$ cat config.mk
export PLATFORM = sky130hd
export DESIGN_NAME = modbus_holding_register_engine_unit_flat
export DESIGN_NICKNAME = d
export VERILOG_FILES = /design/src/rtl/mbhr_pkg.sv /design/src/rtl/mbhr_req_if.sv /design/src/rtl/mbhr_rsp_if.sv /design/src/rtl/mbhr_front.sv /design/src/rtl/mbhr_queue.sv /design/src/rtl/mbhr_back.sv /design/src/rtl/modbus_holding_register_engine_unit.sv /design/src/flat_wrapper.sv
export SDC_FILE = /design/constraint.sdc
export NUM_CORES = 1
export LEC_CHECK = 0
export BUFFER_PORTS_ARGS = -buffer_cell sky130_fd_sc_hd__clkbuf_2
export CAP_MARGIN = 20
export CORE_UTILIZATION = 40
export DETAILED_ROUTE_END_ITERATION = 10
export MAX_ROUTING_LAYER = met4
export PLACE_DENSITY_LB_ADDON = 0.3
export SYNTH_ARGS = -nofsm -noshare
export SYNTH_HDL_FRONTEND = slang
export SYNTH_SLANG_ARGS = --single-unit
$ cat constraint.sdc
create_clock -name clk -period 5.7 [get_ports clk]
set_clock_uncertainty 0.2 [all_clocks]
set_input_delay 1.14 -clock clk [delete_from_list [all_inputs] [get_ports clk]]
set_output_delay 1.14 -clock clk [all_outputs]
set_load 0.005 [all_outputs]
$ cat src/rtl/mbhr_pkg.sv
// ----------------------------------------------------------------------------
// mbhr_pkg
// Shared types and constants of the holding-register engine.
// ----------------------------------------------------------------------------
package mbhr_pkg;

    // Data path widths
    localparam int WORD_W    = 10;   // stored channel value
    localparam int LANES     = 4;    // data and read lanes of one request
    localparam int LANE_W    = 2;    // index of a lane
    localparam int START_W   = 4;    // start channel, CHANNELS is at most 16
    localparam int QTY_W     = 5;    // checked quantity, at most 16
    localparam int RBYTES_W  = 4;
    localparam int LIMIT_W   = 16;
    localparam int QUEUE_DEPTH = 2;

    // Function codes of a request
    localparam logic [1:0] OP_READ         = 2'd0;
    localparam logic [1:0] OP_WRITE_SINGLE = 2'd1;
    localparam logic [1:0] OP_WRITE_MULTI  = 2'd2;
    localparam logic [1:0] OP_UNUSED       = 2'd3;

    // Configuration register indexes
    localparam logic CFG_READ_LIMIT  = 1'b0;
    localparam logic CFG_WRITE_LIMIT = 1'b1;

    localparam logic [LIMIT_W-1:0] READ_LIMIT_RST  = 16'd125;
    localparam logic [LIMIT_W-1:0] WRITE_LIMIT_RST = 16'd123;

    // Frame length rules
    localparam logic [7:0] READ_MIN_FRAME   = 8'd8;
    localparam logic [7:0] SINGLE_FRAME     = 8'd8;
    localparam logic [7:0] MULTI_MIN_FRAME  = 8'd9;
    localparam logic [8:0] MULTI_FRAME_OVH  = 9'd9;

    typedef enum logic [1:0] {
        EXC_NONE  = 2'd0,
        EXC_VALUE = 2'd1,
        EXC_ADDR  = 2'd2
    } exc_t;

    // One classified request, passed from the front end to the back end
    typedef struct packed {
        exc_t                               exc;
        logic                               do_read;
        logic                               do_write;
        logic [START_W-1:0]                 start;
        logic [QTY_W-1:0]                   qty;
        logic [RBYTES_W-1:0]                read_bytes;
        logic [LANES-1:0][WORD_W-1:0]       vals;
    } cmd_t;

endpackage

$ cat src/rtl/mbhr_req_if.sv
// ----------------------------------------------------------------------------
// mbhr_req_if
// Request channel: valid/ready handshake with one parsed request.
// ----------------------------------------------------------------------------
interface mbhr_req_if;
    logic               valid;
    logic               ready;
    logic [1:0]         op;
    logic [7:0]         frame_len;
    logic [7:0]         addr_hi;
    logic [7:0]         addr_lo;
    logic [15:0]        quantity;
    logic [7:0]         byte_count;
    logic signed [15:0] value0;
    logic signed [15:0] value1;
    logic signed [15:0] value2;
    logic signed [15:0] value3;

    modport source
    (
        output valid, op, frame_len, addr_hi, addr_lo, quantity, byte_count,
               value0, value1, value2, value3,
        input  ready
    );

    modport sink
    (
        input  valid, op, frame_len, addr_hi, addr_lo, quantity, byte_count,
               value0, value1, value2, value3,
        output ready
    );
endinterface

$ cat src/rtl/mbhr_rsp_if.sv
// ----------------------------------------------------------------------------
// mbhr_rsp_if
// Response channel: valid/ready handshake with one result.
// ----------------------------------------------------------------------------
interface mbhr_rsp_if;
    logic       valid;
    logic       ready;
    logic [1:0] exception;
    logic [3:0] read_bytes;
    logic [9:0] word0;
    logic [9:0] word1;
    logic [9:0] word2;
    logic [9:0] word3;

    modport source
    (
        output valid, exception, read_bytes, word0, word1, word2, word3,
        input  ready
    );

    modport sink
    (
        input  valid, exception, read_bytes, word0, word1, word2, word3,
        output ready
    );
endinterface

$ cat src/rtl/mbhr_front.sv
// ----------------------------------------------------------------------------
// mbhr_front
// Accept requests, run the value and address checks, clamp the data words
// and push one classified command per request, the unused code apart, into the queue.
// ----------------------------------------------------------------------------
module mbhr_front #(
    parameter int CHANNELS  = 4,
    parameter int MAX_VALUE = 1023
)
(
    mbhr_req_if.sink                          req,
    input  logic [mbhr_pkg::LIMIT_W-1:0]      read_limit,
    input  logic [mbhr_pkg::LIMIT_W-1:0]      write_limit,
    input  logic                              q_ready,
    output logic                              q_push,
    output mbhr_pkg::cmd_t                    q_cmd
);
    import mbhr_pkg::*;

    localparam logic [16:0] CH_17  = 17'(CHANNELS);
    localparam logic [15:0] MAX_16 = 16'(MAX_VALUE);

    logic signed [15:0] raw [LANES];
    logic               val_bad;
    logic               addr_bad;
    logic               range_bad;
    logic [16:0]        end_addr;

    function automatic logic [WORD_W-1:0] clamp_word(input logic signed [15:0] v);
        logic [WORD_W-1:0] r;
        if (v[15])
            r = '0;
        else if (16'(v) > MAX_16)
            r = MAX_16[WORD_W-1:0];
        else
            r = v[WORD_W-1:0];
        return r;
    endfunction

    assign raw[0] = req.value0;
    assign raw[1] = req.value1;
    assign raw[2] = req.value2;
    assign raw[3] = req.value3;

    assign end_addr  = {9'd0, req.addr_lo} + {1'b0, req.quantity};
    assign range_bad = (req.addr_hi != 8'd0) || ({9'd0, req.addr_lo} >= CH_17)
                       || (end_addr > CH_17);

    always_comb
    begin
        val_bad  = 1'b0;
        addr_bad = 1'b0;
        unique case (req.op)
            OP_READ:
            begin
                val_bad  = (req.frame_len < READ_MIN_FRAME) || (req.quantity == 16'd0)
                           || (req.quantity > read_limit);
                addr_bad = range_bad;
            end
            OP_WRITE_SINGLE:
            begin
                val_bad  = (req.frame_len != SINGLE_FRAME);
                addr_bad = (req.addr_hi != 8'd0) || ({9'd0, req.addr_lo} >= CH_17);
            end
            OP_WRITE_MULTI:
            begin
                val_bad  = (req.frame_len < MULTI_MIN_FRAME) || (req.quantity == 16'd0)
                           || (req.quantity > write_limit)
                           || ({9'd0, req.byte_count} != {req.quantity, 1'b0})
                           || ({1'b0, req.frame_len}
                               != ({1'b0, req.byte_count} + MULTI_FRAME_OVH));
                addr_bad = range_bad;
            end
            default:
            begin
                val_bad  = 1'b0;
                addr_bad = 1'b0;
            end
        endcase
    end

    always_comb
    begin
        q_cmd.exc = val_bad ? EXC_VALUE : (addr_bad ? EXC_ADDR : EXC_NONE);
        q_cmd.do_read    = (req.op == OP_READ) && (q_cmd.exc == EXC_NONE);
        q_cmd.do_write   = (req.op != OP_READ) && (q_cmd.exc == EXC_NONE);
        q_cmd.start      = req.addr_lo[START_W-1:0];
        // write single touches exactly one channel
        q_cmd.qty        = (req.op == OP_WRITE_SINGLE) ? QTY_W'(1) : req.quantity[QTY_W-1:0];
        q_cmd.read_bytes = q_cmd.do_read ? {req.quantity[RBYTES_W-2:0], 1'b0} : '0;
        for (int p = 0; p < LANES; p++)
        begin
            q_cmd.vals[p] = clamp_word(raw[p]);
        end
    end

    // Unused function code is taken and dropped
    assign req.ready = q_ready;
    assign q_push    = req.valid && q_ready && (req.op != OP_UNUSED);

endmodule

$ cat src/rtl/mbhr_queue.sv
// ----------------------------------------------------------------------------
// mbhr_queue
// Two-entry command queue between front end and back end.
// ----------------------------------------------------------------------------
module mbhr_queue
(
    input  logic            clk,
    input  logic            rst_n,
    input  logic            push,
    input  mbhr_pkg::cmd_t  push_cmd,
    output logic            ready,
    input  logic            pop,
    output logic            valid,
    output mbhr_pkg::cmd_t  head_cmd
);
    import mbhr_pkg::*;

    cmd_t        entry_reg [QUEUE_DEPTH];
    logic        wr_ptr_reg;
    logic        wr_ptr_next;
    logic        rd_ptr_reg;
    logic        rd_ptr_next;
    logic [1:0]  count_reg;
    logic [1:0]  count_next;

    assign ready    = (count_reg != 2'(QUEUE_DEPTH));
    assign valid    = (count_reg != 2'd0);
    assign head_cmd = entry_reg[rd_ptr_reg];

    always_comb
    begin
        wr_ptr_next = push ? ~wr_ptr_reg : wr_ptr_reg;
        rd_ptr_next = pop  ? ~rd_ptr_reg : rd_ptr_reg;
        count_next  = count_reg + 2'(push) - 2'(pop);
    end

    always_ff @(posedge clk or negedge rst_n)
    begin
        if (!rst_n)
        begin
            wr_ptr_reg <= 1'b0;
            rd_ptr_reg <= 1'b0;
            count_reg  <= 2'd0;
        end
        else
        begin
            wr_ptr_reg <= wr_ptr_next;
            rd_ptr_reg <= rd_ptr_next;
            count_reg  <= count_next;
        end
    end

    always_ff @(posedge clk)
    begin
        if (push)
        begin
            entry_reg[wr_ptr_reg] <= push_cmd;
        end
    end

endmodule

$ cat src/rtl/mbhr_back.sv
// ----------------------------------------------------------------------------
// mbhr_back
// Execute classified commands on the channel bank and hold the result in
// the output register until the response is taken.
// ----------------------------------------------------------------------------
module mbhr_back #(
    parameter int CHANNELS = 4
)
(
    input  logic            clk,
    input  logic            rst_n,
    input  logic            q_valid,
    input  mbhr_pkg::cmd_t  q_cmd,
    output logic            q_pop,
    mbhr_rsp_if.source      rsp
);
    import mbhr_pkg::*;

    localparam int FLAT_W = (CHANNELS + LANES) * WORD_W;

    logic [WORD_W-1:0]              chan_reg  [CHANNELS];
    logic [WORD_W-1:0]              chan_next [CHANNELS];
    logic [FLAT_W-1:0]              flat;
    logic [FLAT_W-1:0]              window;
    logic [7:0]                     shift_amt;
    logic [LANES-1:0][WORD_W-1:0]   words;

    logic                           out_valid_reg;
    exc_t                           exc_reg;
    logic [RBYTES_W-1:0]            rbytes_reg;
    logic [LANES-1:0][WORD_W-1:0]   words_reg;

    assign q_pop = q_valid && (!out_valid_reg || rsp.ready);

    // Read window: slide the bank down so the start channel sits in lane 0
    always_comb
    begin
        flat = '0;
        for (int c = 0; c < CHANNELS; c++)
        begin
            flat[c*WORD_W +: WORD_W] = chan_reg[c];
        end
        shift_amt = 8'(q_cmd.start) * 8'(WORD_W);
        window    = flat >> shift_amt;
        for (int p = 0; p < LANES; p++)
        begin
            if (q_cmd.do_read && (QTY_W'(p) < q_cmd.qty))
                words[p] = window[p*WORD_W +: WORD_W];
            else
                words[p] = '0;
        end
    end

    // Write window: channels from start up to start + qty - 1; beyond the
    // four data lanes they store zero
    always_comb
    begin
        logic [QTY_W-1:0] off;
        for (int c = 0; c < CHANNELS; c++)
        begin
            off          = QTY_W'(c) - {1'b0, q_cmd.start};
            chan_next[c] = chan_reg[c];
            if (q_cmd.do_write && (QTY_W'(c) >= {1'b0, q_cmd.start}) && (off < q_cmd.qty))
            begin
                if (off < QTY_W'(LANES))
                    chan_next[c] = q_cmd.vals[off[LANE_W-1:0]];
                else
                    chan_next[c] = '0;
            end
        end
    end

    always_ff @(posedge clk or negedge rst_n)
    begin
        if (!rst_n)
        begin
            out_valid_reg <= 1'b0;
            for (int c = 0; c < CHANNELS; c++)
            begin
                chan_reg[c] <= '0;
            end
        end
        else
        begin
            if (q_pop)
            begin
                out_valid_reg <= 1'b1;
                for (int c = 0; c < CHANNELS; c++)
                begin
                    chan_reg[c] <= chan_next[c];
                end
            end
            else if (rsp.ready)
            begin
                out_valid_reg <= 1'b0;
            end
        end
    end

    always_ff @(posedge clk)
    begin
        if (q_pop)
        begin
            exc_reg    <= q_cmd.exc;
            rbytes_reg <= q_cmd.read_bytes;
            words_reg  <= words;
        end
    end

    assign rsp.valid      = out_valid_reg;
    assign rsp.exception  = exc_reg;
    assign rsp.read_bytes = rbytes_reg;
    assign rsp.word0      = words_reg[0];
    assign rsp.word1      = words_reg[1];
    assign rsp.word2      = words_reg[2];
    assign rsp.word3      = words_reg[3];

endmodule

$ cat src/rtl/modbus_holding_register_engine_unit.sv
// ----------------------------------------------------------------------------
// modbus_holding_register_engine_unit
// Holding-register engine for a bank of analog output channels.
//
// Flow: an accepted request is written into the queue, then the back end
//   registers its result in the output register, held until it is taken.
// Throughput: one request per cycle while responses are taken; the
//   back end serves each request with the four-lane read and write window.
// Reset: channel values clear to zero, read limit to 125, write limit to 123;
//   queue and output register come up empty.
// ----------------------------------------------------------------------------
module modbus_holding_register_engine_unit #(
    parameter int CHANNELS  = 4,
    parameter int MAX_VALUE = 1023
)
(
    input  logic                          clk,
    input  logic                          rst_n,
    mbhr_req_if.sink                      req,
    mbhr_rsp_if.source                    rsp,
    input  logic                          cfg_we,
    input  logic                          cfg_idx,
    input  logic [mbhr_pkg::LIMIT_W-1:0]  cfg_data
);
    import mbhr_pkg::*;

    // Quantity limits: the user must write them only while the engine is idle; the block does not enforce it
    logic [LIMIT_W-1:0] read_limit_reg;
    logic [LIMIT_W-1:0] write_limit_reg;

    // Front end to queue
    logic   push;
    logic   q_ready;
    cmd_t   push_cmd;

    // Queue to back end
    logic   q_valid;
    logic   q_pop;
    cmd_t   head_cmd;

    always_ff @(posedge clk or negedge rst_n)
    begin
        if (!rst_n)
        begin
            read_limit_reg  <= READ_LIMIT_RST;
            write_limit_reg <= WRITE_LIMIT_RST;
        end
        else if (cfg_we)
        begin
            unique case (cfg_idx)
                CFG_READ_LIMIT:  read_limit_reg  <= cfg_data;
                CFG_WRITE_LIMIT: write_limit_reg <= cfg_data;
                default:         read_limit_reg  <= read_limit_reg;
            endcase
        end
    end

    // Classify each request: checks in priority order, clamp the data words
    mbhr_front #(
        .CHANNELS  (CHANNELS),
        .MAX_VALUE (MAX_VALUE)
    ) u_front
    (
        .req         (req),
        .read_limit  (read_limit_reg),
        .write_limit (write_limit_reg),
        .q_ready     (q_ready),
        .q_push      (push),
        .q_cmd       (push_cmd)
    );

    // Decouple the two sides so the front keeps taking requests while a
    // result waits at the output
    mbhr_queue u_queue
    (
        .clk      (clk),
        .rst_n    (rst_n),
        .push     (push),
        .push_cmd (push_cmd),
        .ready    (q_ready),
        .pop      (q_pop),
        .valid    (q_valid),
        .head_cmd (head_cmd)
    );

    // Apply writes to the channel bank, gather read words, hold the result
    mbhr_back #(
        .CHANNELS (CHANNELS)
    ) u_back
    (
        .clk     (clk),
        .rst_n   (rst_n),
        .q_valid (q_valid),
        .q_cmd   (head_cmd),
        .q_pop   (q_pop),
        .rsp     (rsp)
    );

endmodule

$ cat src/flat_wrapper.sv
// flat-port wrapper written by rule: the top's interface ports become plain ports
module modbus_holding_register_engine_unit_flat import mbhr_pkg::*;
#(
    parameter int CHANNELS  = 4,
    parameter int MAX_VALUE = 1023
)
  (clk, rst_n, cfg_we, cfg_idx, cfg_data, req_valid, req_op, req_frame_len, req_addr_hi, req_addr_lo, req_quantity, req_byte_count, req_value0, req_value1, req_value2, req_value3, req_ready, rsp_valid, rsp_exception, rsp_read_bytes, rsp_word0, rsp_word1, rsp_word2, rsp_word3, rsp_ready);
  mbhr_req_if req_i ();
  mbhr_rsp_if rsp_i ();
  input  logic clk;
  input  logic rst_n;
  input  logic cfg_we;
  input  logic cfg_idx;
  input  logic [mbhr_pkg::LIMIT_W-1:0] cfg_data;
  input wire logic [$bits(req_i.valid)-1:0] req_valid;
  input wire logic [$bits(req_i.op)-1:0] req_op;
  input wire logic [$bits(req_i.frame_len)-1:0] req_frame_len;
  input wire logic [$bits(req_i.addr_hi)-1:0] req_addr_hi;
  input wire logic [$bits(req_i.addr_lo)-1:0] req_addr_lo;
  input wire logic [$bits(req_i.quantity)-1:0] req_quantity;
  input wire logic [$bits(req_i.byte_count)-1:0] req_byte_count;
  input wire logic [$bits(req_i.value0)-1:0] req_value0;
  input wire logic [$bits(req_i.value1)-1:0] req_value1;
  input wire logic [$bits(req_i.value2)-1:0] req_value2;
  input wire logic [$bits(req_i.value3)-1:0] req_value3;
  output wire logic [$bits(req_i.ready)-1:0] req_ready;
  output wire logic [$bits(rsp_i.valid)-1:0] rsp_valid;
  output wire logic [$bits(rsp_i.exception)-1:0] rsp_exception;
  output wire logic [$bits(rsp_i.read_bytes)-1:0] rsp_read_bytes;
  output wire logic [$bits(rsp_i.word0)-1:0] rsp_word0;
  output wire logic [$bits(rsp_i.word1)-1:0] rsp_word1;
  output wire logic [$bits(rsp_i.word2)-1:0] rsp_word2;
  output wire logic [$bits(rsp_i.word3)-1:0] rsp_word3;
  input wire logic [$bits(rsp_i.ready)-1:0] rsp_ready;
  assign req_i.valid = req_valid;
  assign req_i.op = req_op;
  assign req_i.frame_len = req_frame_len;
  assign req_i.addr_hi = req_addr_hi;
  assign req_i.addr_lo = req_addr_lo;
  assign req_i.quantity = req_quantity;
  assign req_i.byte_count = req_byte_count;
  assign req_i.value0 = req_value0;
  assign req_i.value1 = req_value1;
  assign req_i.value2 = req_value2;
  assign req_i.value3 = req_value3;
  assign req_ready = req_i.ready;
  assign rsp_valid = rsp_i.valid;
  assign rsp_exception = rsp_i.exception;
  assign rsp_read_bytes = rsp_i.read_bytes;
  assign rsp_word0 = rsp_i.word0;
  assign rsp_word1 = rsp_i.word1;
  assign rsp_word2 = rsp_i.word2;
  assign rsp_word3 = rsp_i.word3;
  assign rsp_i.ready = rsp_ready;
  modbus_holding_register_engine_unit #(.CHANNELS(CHANNELS), .MAX_VALUE(MAX_VALUE)) u_core (.clk(clk), .rst_n(rst_n), .req(req_i), .rsp(rsp_i), .cfg_we(cfg_we), .cfg_idx(cfg_idx), .cfg_data(cfg_data));
endmodule
# Word level (Yosys, flattened, before mapping)
# Memories as Yosys holds them, arrays and structs flattened.
# Cells that the tools add are included.
# word_totals
register_bits	123
latchBits	0
ram_bits	114
mem_bits_ro	0
inputBits	136
output_inout_bits	48
elab_cells	138
mem_count	1
# memory_table
name	words	width	read_ports	rd_clocked_by_memory_dff	write_ports	line	rtl
u_core.u_queue.entry_reg	2	57	1	0	1	mbhr_queue.sv:18	cmd_t entry_reg [QUEUE_DEPTH];
# classes
addsub	8
multipliers	1
n_div	0
n_lt_le_gt_ge	30
eq_ne	7
n_shift	1
n_mux	30
n_bitwise	3
reduce_logical	41
# ops
cell	count
$mux W10	16
$bmux W10 S2	4
$gt A16 B10 Y1 const B	4
$shr A40 B8 Y40	1
$gt A16 B16 Y1	2
$lt A5 B3 Y1 const B	4
$lt A5 B5 Y1	4
$add A8 B16 Y17	1
$gt A17 B3 Y1 const B	1
$logic_and A1 B1 Y1	17
$ne A8 B17 Y1	1
$logic_not A16 Y1	1
$lt A8 B4 Y1 const B	2
$lt A2 B3 Y1 const B	4
$reduce_and A2 Y1	6
$lt A1 B5 Y1 const A	2
$lt A2 B5 Y1 const A	2
$sub A1 B4 Y5 const A	2
$sub A2 B4 Y5 const A	2
$add A8 B4 Y9 const B	1
$logic_or A1 B1 Y1	9
$ne A8 B9 Y1	1
$ge A1 B4 Y1 const A	2
$ge A2 B4 Y1 const A	2
20 further kinds	30

# Longest topological paths before layout
# Gate-level depths: netlist (run 1).
# logic_depth
word_depth	10
ltp_mapped	17
mapped_depth_nobuf	13

# Cells and area by module
# A second synthesis (run 1) with hierarchy kept.
# hier_totals
cells_unflattened	1256
hier_area_um2	14894.3
# by_module_without_submodules
module	instances	cells_each	area_per_inst_um2	seq_area_each_um2
mbhr_back	1	601	6731.5	2407.3
mbhr_queue	1	192	4388.0	3523.4
mbhr_front	1	394	2507.4	0.0
modbus_holding_register_engine_unit	1	69	1267.5	815.8

# Least setup slack after synthesis (run 1)
# Ideal clock, no wire load.
# synth_timing
kind	input port to flip-flop
startpoint	input port rsp_ready
endpoint	register u_core.u_back.chan_reg[10] (netlist name)
setup_ps	125
t_arrival_ps	4951
t_required_ps	5375
setup_slack_ps	425
cell_stages	5
path_buffers	0
path_cell_list	inv_1 a21oi_1 nand2_1 a2111oi_4 mux2_2
# synth_via
elab_chain_len	3
# synth_rtl
item	line	rtl
start: declaration	flat_wrapper.sv:34	input wire logic [$bits(rsp_i.ready)-1:0] rsp_ready;
$logic_or A1 B1 Y1	mbhr_back.sv:33	assign q_pop = q_valid && (!out_valid_reg || rsp.ready);
$logic_and A1 B1 Y1	mbhr_back.sv:33	
named net u_core.q_pop	modbus_holding_register_engine_unit.sv:38	logic q_pop;
$reduce_and A2 Y1 (no source line)	n/a	
end signal: indexed assignment	mbhr_back.sv:90	chan_reg[c] <= chan_next[c];
end: declaration	mbhr_back.sv:21	logic [WORD_W-1:0] chan_reg [CHANNELS];
# The timed path passes the listed nets, and every way through them passes these cells.
# A chain may end at the register's enable or synchronous reset.

# Worst setup path after layout (run 1)
# layout_timing
startpoint	register u_core.u_queue.rd_ptr_reg
endpoint	register u_core.u_back.words_reg, in the netlist u_core.u_back.rsp.word2[4] (data pin)
# layout_via
elab_chain_len	3
word_cells_on_any_way	5
cone_classes	mul (1); order compare (1); shift (1); reduce/logical (1); memory (1)
# layout_rtl
item	line	rtl
start: declaration	mbhr_queue.sv:21	logic rd_ptr_reg;
start signal: assignment	mbhr_queue.sv:48	rd_ptr_reg <= rd_ptr_next;
$mem_v2 Z2 W57 *	n/a	
$mul A4 B3 Y7 or $lt A2 B5 Y1 (tied branches)	mbhr_back.sv:43, mbhr_back.sv:47	
$shr A40 B8 Y40 or $logic_and A1 B1 Y1 (tied branches)	mbhr_back.sv:44, mbhr_back.sv:47	
end signal: assignment	mbhr_back.sv:106	words_reg <= words;
end: declaration	mbhr_back.sv:31	logic [LANES-1:0][WORD_W-1:0] words_reg;
# Mark *: on every way between the ends. The rest lies on a longest branch, timed or not.

==> flow_summary.yaml, run 1 <==
status:
  status: "completed"
die:
  initial_core_util: 0.405
  die-area_um2: 36700
  dieWidth_um: 191
  rows: 69
  pin_count: 184
  core_um2: 35500
  die_h_um: 191
critical_path:
  cp-end-kind: "flip-flop"
  cp_max_fo: 19
  cp.required_ps: 5910
  path_class: "flip-flop to flip-flop"
  cp-start-kind: "flip-flop"
  cp.arrival_ps: 4670
global_route:
  antenna_found_initial: 2
  grt_max_degree: 81
  grt_overflow: 0
  grt_pass1_wl_um: 56600
  grt_util_all_layers: 0.200
  grt_pass1_vias: 10400
sta:
  worst_slack_ps: 1240
  hold_viol_final: 0
  min_period_ps: 4460
  finalCritPeriodShare: 0.783
  tightest_slew_ps: 1030
  rsz0062_at_grt: "no"
  fin_tns_setup_ps: 0
  setup_viol: 0
  fmax_mhz: 224
  drv_slew: 0
  timing.slew.headroom: 0.308
placement:
  post-place-ws_ps: 1230
  gp_congestion: 0.880
  dpl.cell_count: 1955
  port_buffers: 182
  hpwl_um: 26500
synthesis:
  synth_ff_type: "edfxtp_1"
  synth_edf_count: 157
  synth_area_leaders: "edfxtp_1, dfrtp_1, mux2i_1, mux2_2, ha_1"
  synthDistinctLibCells: 67
  synth_fp_nets: 1584
  ys_seq_elements: 234
  avgSynthCellArea_um2: 10.4
  yosys.area.top_type_share: 0.328
  synth-warning-count: 0
  synth_area_um2: 14400
  syn_inst: 1375
  async_flop_share: 0.329
  yosys.area.top_type: "edfxtp_1"
  ys_seq_area_frac: 0.464
route:
  vias: 10900
  detail_route.wl_per_cell_um: 17.7
  ant_nets: 0
  drt_iter0_drc: 655
  dr.pass1.iters: 5
  post_drt_via_cell_ratio: 5.42
  drt_wl_total_um: 35500
  drc: 0
final_layout:
  fin_nets: 1734
  largest_reg_flops: 112
  drive_above_1_share: 0.235
  fin_cells: 2009
  nFillCells: 3297
  syn_to_final_growth_pct: 15.8
  mostFrequentLayoutCells: "clkbuf_2, nor2_1, edfxtp_1, mux2i_1, nand2_1"
  final_common_cell: "clkbuf_2"
clock_tree:
  clk_pin_slew_worst_paths_ps: 60
  clock-sinks: 234
  cts_buffers: 27
  hold_buffers: 0
  clockRootBuffer: "clkbuf_16"
  cts_max_level: 1
  clkLatencyLatePin_ps: 550
  cts_resized: 0
  cts_setup_buffers: 0
  cts_buffer_depth: 3
  cts_tree: "built"
pwr:
  p_int_uw: 4600
  combPwrFrac: 0.428
  irDropWorstVdd_v: 0.000244
  switching_power_uw: 2940
  p_leak_uw: 0.00697
  sequentialPowerShare: 0.339
  p_per_area_nw_per_um2: 454
  switching_share: 0.390
  p_clk_frac: 0.232
worst_hold_path:
  hold_class: "flip-flop to flip-flop"
flow_run:
  cap_viol_max_count: 0
[layout make-up]
cell class                      count  area (um2)  share of cell area
Multi-Input combinational cell   1006        7220               0.434
Tap cell                          461         577              0.0347
Inverter                           58         218              0.0131
Clock inverter                     18         200              0.0120
Sequential cell                   234        6660               0.400
Timing Repair Buffer              198        1060              0.0638
Antenna cell                        2        5.00            0.000301
Clock buffer                       32         694              0.0418
[worst max-delay path: stages, from the launching register on]
cell	delay, ps
dfrtp_4	620
mux2i_1	720
inv_1	100
ha_1	320
ha_1	160
inv_1	50
fa_1	410
xor2_1	140
nand2_1	60
o21ai_0	340
nand3_1	420
a21o_1	340
nand2b_1	250
nor2b_1	170
[cell families (layout without fill, tap and decap cells)]
| family | Yosys count | count (layout) | synth area share |
|---|---|---|---|
| other | 1 | 3 | 0.000261 |
| adder cells (fa/ha/maj) | 73 | 73 | 0.0647 |
| flip-flops | 234 | 234 | 0.464 |
| buffers and inverters | 135 | 306 | 0.0369 |
| XOR/XNOR | 29 | 29 | 0.0177 |
| multiplexers | 201 | 201 | 0.159 |
| AND/OR/NAND/NOR | 436 | 436 | 0.139 |
| AO/OA/AOI/OAI | 266 | 266 | 0.119 |
[Yosys cell counts (15+ instances only)]
cell / number
nor2_1: 178
edfxtp_1: 157
mux2i_1: 108
nand2_1: 103
mux2_2: 79
ha_1: 71
o21ai_0: 68
a21oi_1: 67
dfrtp_1: 65
clkbuf_1: 55
inv_1: 53
a211oi_1: 43
nand3_1: 38
nor2b_1: 32
a21o_1: 21
nand4_1: 15
o211ai_1: 15
xnor2_1: 15
[power groups by stage]
stage,logic [uW],registers (uW),clock network (uW)
CTS,3240,2560,1800
finish,3230,2560,1750
global placement,3190,2580,0
detailed placement,3230,2590,0
global route,3600,2610,1860
floorplan,2330,2520,0
[worst paths after layout]
kind	slack, ps	endpoint	cells after the start	from
max in group asynchronous	4340	u_core.u_back.chan_reg[38]	2	rst_n
min in group asynchronous	350	u_core.u_back.rsp.valid	1	rst_n
worst max register to register	1240	u_core.u_back.rsp.word2[4]	13	u_core.u_queue.rd_ptr_reg
worst min register to register	300	u_core.u_queue.count_reg[1]	1	u_core.u_queue.count_reg[1]
worst min-delay path	300	u_core.u_queue.count_reg[1]	1	u_core.u_queue.count_reg[1]
worst max-delay path	1240	u_core.u_back.rsp.word2[4]	13	u_core.u_queue.rd_ptr_reg
[stage by stage]
step / hold WS (ps) / power (uW) / area, um2 / util
4_1_cts: 300 / 7600 / 16600 / 0.467
2_1_floorplan: 268 / 4850 / 14400 / -
3_5_place_dp: 290 / 5820 / 15700 / 0.442
3_3_place_gp: 287 / 5770 / 15700 / 0.442
6_report: 302 / 7550 / 16600 / 0.469
5_1_grt: 319 / 8060 / 16600 / 0.469
[layer usage]
layer,track usage,vias to the layer above,part of all wire
li1,-,5357,-
met1,0.280,5237,0.48
met2,0.308,264,0.45
met3,0.0274,40,0.049
met4,0.0455,0,0.016
met5,-,-,0
Power figures use the tool's default switching activity.
==> inputs of run 2 (changes only) <==
--- a/config.mk
+++ b/config.mk
@@ -5,6 +5,7 @@
 export SDC_FILE = /design/constraint.sdc
 export NUM_CORES = 1
 export LEC_CHECK = 0
+export ABC_AREA = 1
 export BUFFER_PORTS_ARGS = -buffer_cell sky130_fd_sc_hd__clkbuf_2
 export CAP_MARGIN = 20
 export CORE_UTILIZATION = 40
==> constraint.sdc (replaced) <==
create_clock -name clk -period 4.35 [get_ports clk]
set_clock_uncertainty 0.2 [all_clocks]
set_input_delay 0.87 -clock clk [delete_from_list [all_inputs] [get_ports clk]]
set_output_delay 0.87 -clock clk [all_outputs]
set_load 0.005 [all_outputs]
==> run 2 against run 1 <==
Against the previous run: the run now ends with DRC left; first-iteration DRC count is 57% higher; total power is 58% higher; area after synthesis is 1.7% higher; highest routed layer unchanged.
==> flow_summary.yaml, run 2 <==
synthesis:
  synth_fp_nets: 2025
  synth_ff_type: "edfxtp_1"
  synthDistinctLibCells: 57
  ys_seq_area_frac: 0.456
  yosys.area.top_type: "edfxtp_1"
  synth.most_common_cell: "nand2_1"
  synth_area_leaders: "edfxtp_1, nand2_1, dfrtp_1, ha_1, inv_1"
  yosys.area.top_type_share: 0.323
  synth_area_um2: 14600
  synth_edf_count: 157
  synthTopCellsByCount: "nand2_1, inv_1, o21ai_0, edfxtp_1, nor2_1"
  syn_inst: 1816
  ys_seq_elements: 234
  async_flop_share: 0.329
  synth-warning-count: 0
  avgSynthCellArea_um2: 8.04
route:
  drt_iter0_drc: 1026
  post_drt_via_cell_ratio: 5.17
  vias: 12700
  drt_wl_total_um: 40500
  ant_nets: 0
  dr.pass1.iters: 10
  detail_route.wl_per_cell_um: 16.5
  drc: 3
pwr:
  switching_share: 0.455
  irDropWorstVdd_v: 0.000402
  combPwrFrac: 0.517
  switching_power_uw: 5410
  p_leak_uw: 0.00791
  p_clk_frac: 0.196
  p_int_uw: 6490
  sequentialPowerShare: 0.286
  p_per_area_nw_per_um2: 705
final_layout:
  multiInputGateArea_um2: 6690
  largest_reg_flops: 112
  drive_above_1_share: 0.154
  syn_to_final_growth_pct: 15.5
  design_area_um2: 16900
  diodes: 0
  nFillCells: 3528
  final_common_cell: "nand2_1"
  seq_area_um2: 6660
  mostFrequentLayoutCells: "nand2_1, inv_1, clkbuf_2, o21ai_0, edfxtp_1"
  fin_nets: 2180
clock_tree:
  clk_pin_slew_worst_paths_ps: 60
  clockRootBuffer: "clkbuf_16"
  clock-sinks: 234
  cts_setup_buffers: 0
  cts_buffers: 26
  cts_resized: 0
  cts_max_level: 1
  hold_buffers: 0
  clkLatencyLatePin_ps: 550
  cts_tree: "built"
  cts_buffer_depth: 3
sta:
  hold_viol_final: 0
  timing.slew.headroom: 0.315
  fin_tns_setup_ps: 0
  rsz0062_at_grt: "no"
  setup_viol: 0
  fmax_mhz: 250
  min_period_ps: 4010
  finalCritPeriodShare: 0.921
  tightest_slew_ps: 1030
  drv_slew: 0
critical_path:
  reg2reg_from: "u_core.u_queue.rd_ptr_reg"
  cp_max_fo: 22
  cp.buffers_inverters: 4
  cp.required_ps: 4570
  reg2reg_to: "u_core.u_back.chan_reg[18]"
  cp.arrival_ps: 4230
  cpPeakStageDelay_ps: 520
  cp-start-kind: "flip-flop"
  worstPathCellList: "inv_2 > nand2_1 > nand2_2 > inv_1 > ha_1 > buf_4 > inv_1 > ha_1 > a21oi_1 > nor2_1 > o21a_1 > o21ai_0 > nand2_1 > o31ai_1"
  crit_slowest_cell: "dfrtp_2"
  cp-end-kind: "flip-flop"
  r2r_setup_slack_ps: 340
  path_class: "flip-flop to flip-flop"
  ff2ff_path_depth: 14
  cp_top_family: "buffers and inverters"
global_route:
  grt_max_degree: 84
  antenna_found_initial: 0
  grt_pass1_vias: 12000
  grt_util_all_layers: 0.227
  grt_pass1_wl_um: 63700
  grt_overflow: 0
placement:
  port_buffers: 182
  gp_congestion: 0.946
  placed_area_um2: 15900
  hpwl_um: 30400
status:
  status: "complete, but fails checks"
  violations: "DRC"
die:
  dieWidth_um: 193
  die_h_um: 193
  core_um2: 35700
  pin_count: 184
  die-area_um2: 37300
  initial_core_util: 0.409
  rows: 69
flow_run:
  cap_viol_max_count: 0
worst_hold_path:
  hold_class: "input pin to asynchronous set/reset pin"
==> run 2: cell families after synthesis <==
logic type / after synthesis / share of synthesized area
xor+xnor: 18 / 0.0108
flops: 234 / 0.456
fa+ha+maj: 73 / 0.0636
simple gates: 789 / 0.225
buf+inv: 320 / 0.0881
compound gates: 351 / 0.136
other cells: 1 / 0.000257
mux: 30 / 0.0206
==> run 2: through the flow <==
step | std cells | util | worst slack (ps) | power [uW] | hold WS [ps]
2_1_floorplan | 1816 | - | 202 | 7690 | 252
3_3_place_gp | 2403 | 0.446 | 465 | 9450 | 265
3_5_place_dp | 2403 | 0.446 | 372 | 9540 | 270
4_1_cts | 2451 | 0.472 | 367 | 11900 | 285
5_1_grt | 2452 | 0.472 | 4.05 | 12900 | 126
6_report | 2452 | 0.472 | 344 | 11900 | 105
==> run 2: cell type report <==
class,count,share of cell area
multi-input combinational,1262,0.396
sequential,234,0.395
clock buffer,36,0.0438
clock inverter,12,0.0105
timing repair buffer,205,0.0666
tap,461,0.0342
inverter,242,0.0540
==> run 2: metal layers <==
layer / vias up / GRT usage / wire length (um)
met5: - / - / 0
met4: 0 / 0.0778 / 1250
met3: 64 / 0.0300 / 2380
met2: 418 / 0.376 / 19600
met1: 5866 / 0.286 / 17300
li1: 6333 / - / -
==> run 2: how the worst max path moves through the flow <==
stage / from / slack (ps) / to / cells past startpoint
global placement: u_core.u_queue.rd_ptr_reg / 470 / u_core.u_back.chan_reg[18] / 14
global route: u_core.u_queue.rd_ptr_reg / 4 / u_core.u_back.chan_reg[18] / 14
CTS: u_core.u_queue.rd_ptr_reg / 370 / u_core.u_back.chan_reg[18] / 14
detailed placement: u_core.u_queue.rd_ptr_reg / 370 / u_core.u_back.chan_reg[18] / 14
finish: u_core.u_queue.rd_ptr_reg / 340 / u_core.u_back.chan_reg[18] / 14
floorplan: req_op[0] / 200 / u_core.u_queue.entry_reg[0][0] / 3
==> run 2: power groups by stage <==
stage / sequential [uW] / combinational (uW) / clock, uW
finish: 3410 / 6150 / 2340
global route: 3470 / 6910 / 2470
CTS: 3410 / 6120 / 2380
detailed placement: 3450 / 6090 / 0
global placement: 3430 / 6020 / 0
floorplan: 3420 / 4270 / 0
==> run 2: worst reg2reg max path: stages, from the launching register on <==
cell     delay, ps
dfrtp_2        520
inv_2          230
nand2_1        100
nand2_2        240
inv_1          140
ha_1           300
buf_4          200
inv_1          460
ha_1           330
a21oi_1        140
nor2_1          50
o21a_1         150
o21ai_0        140
nand2_1        340
o31ai_1        360
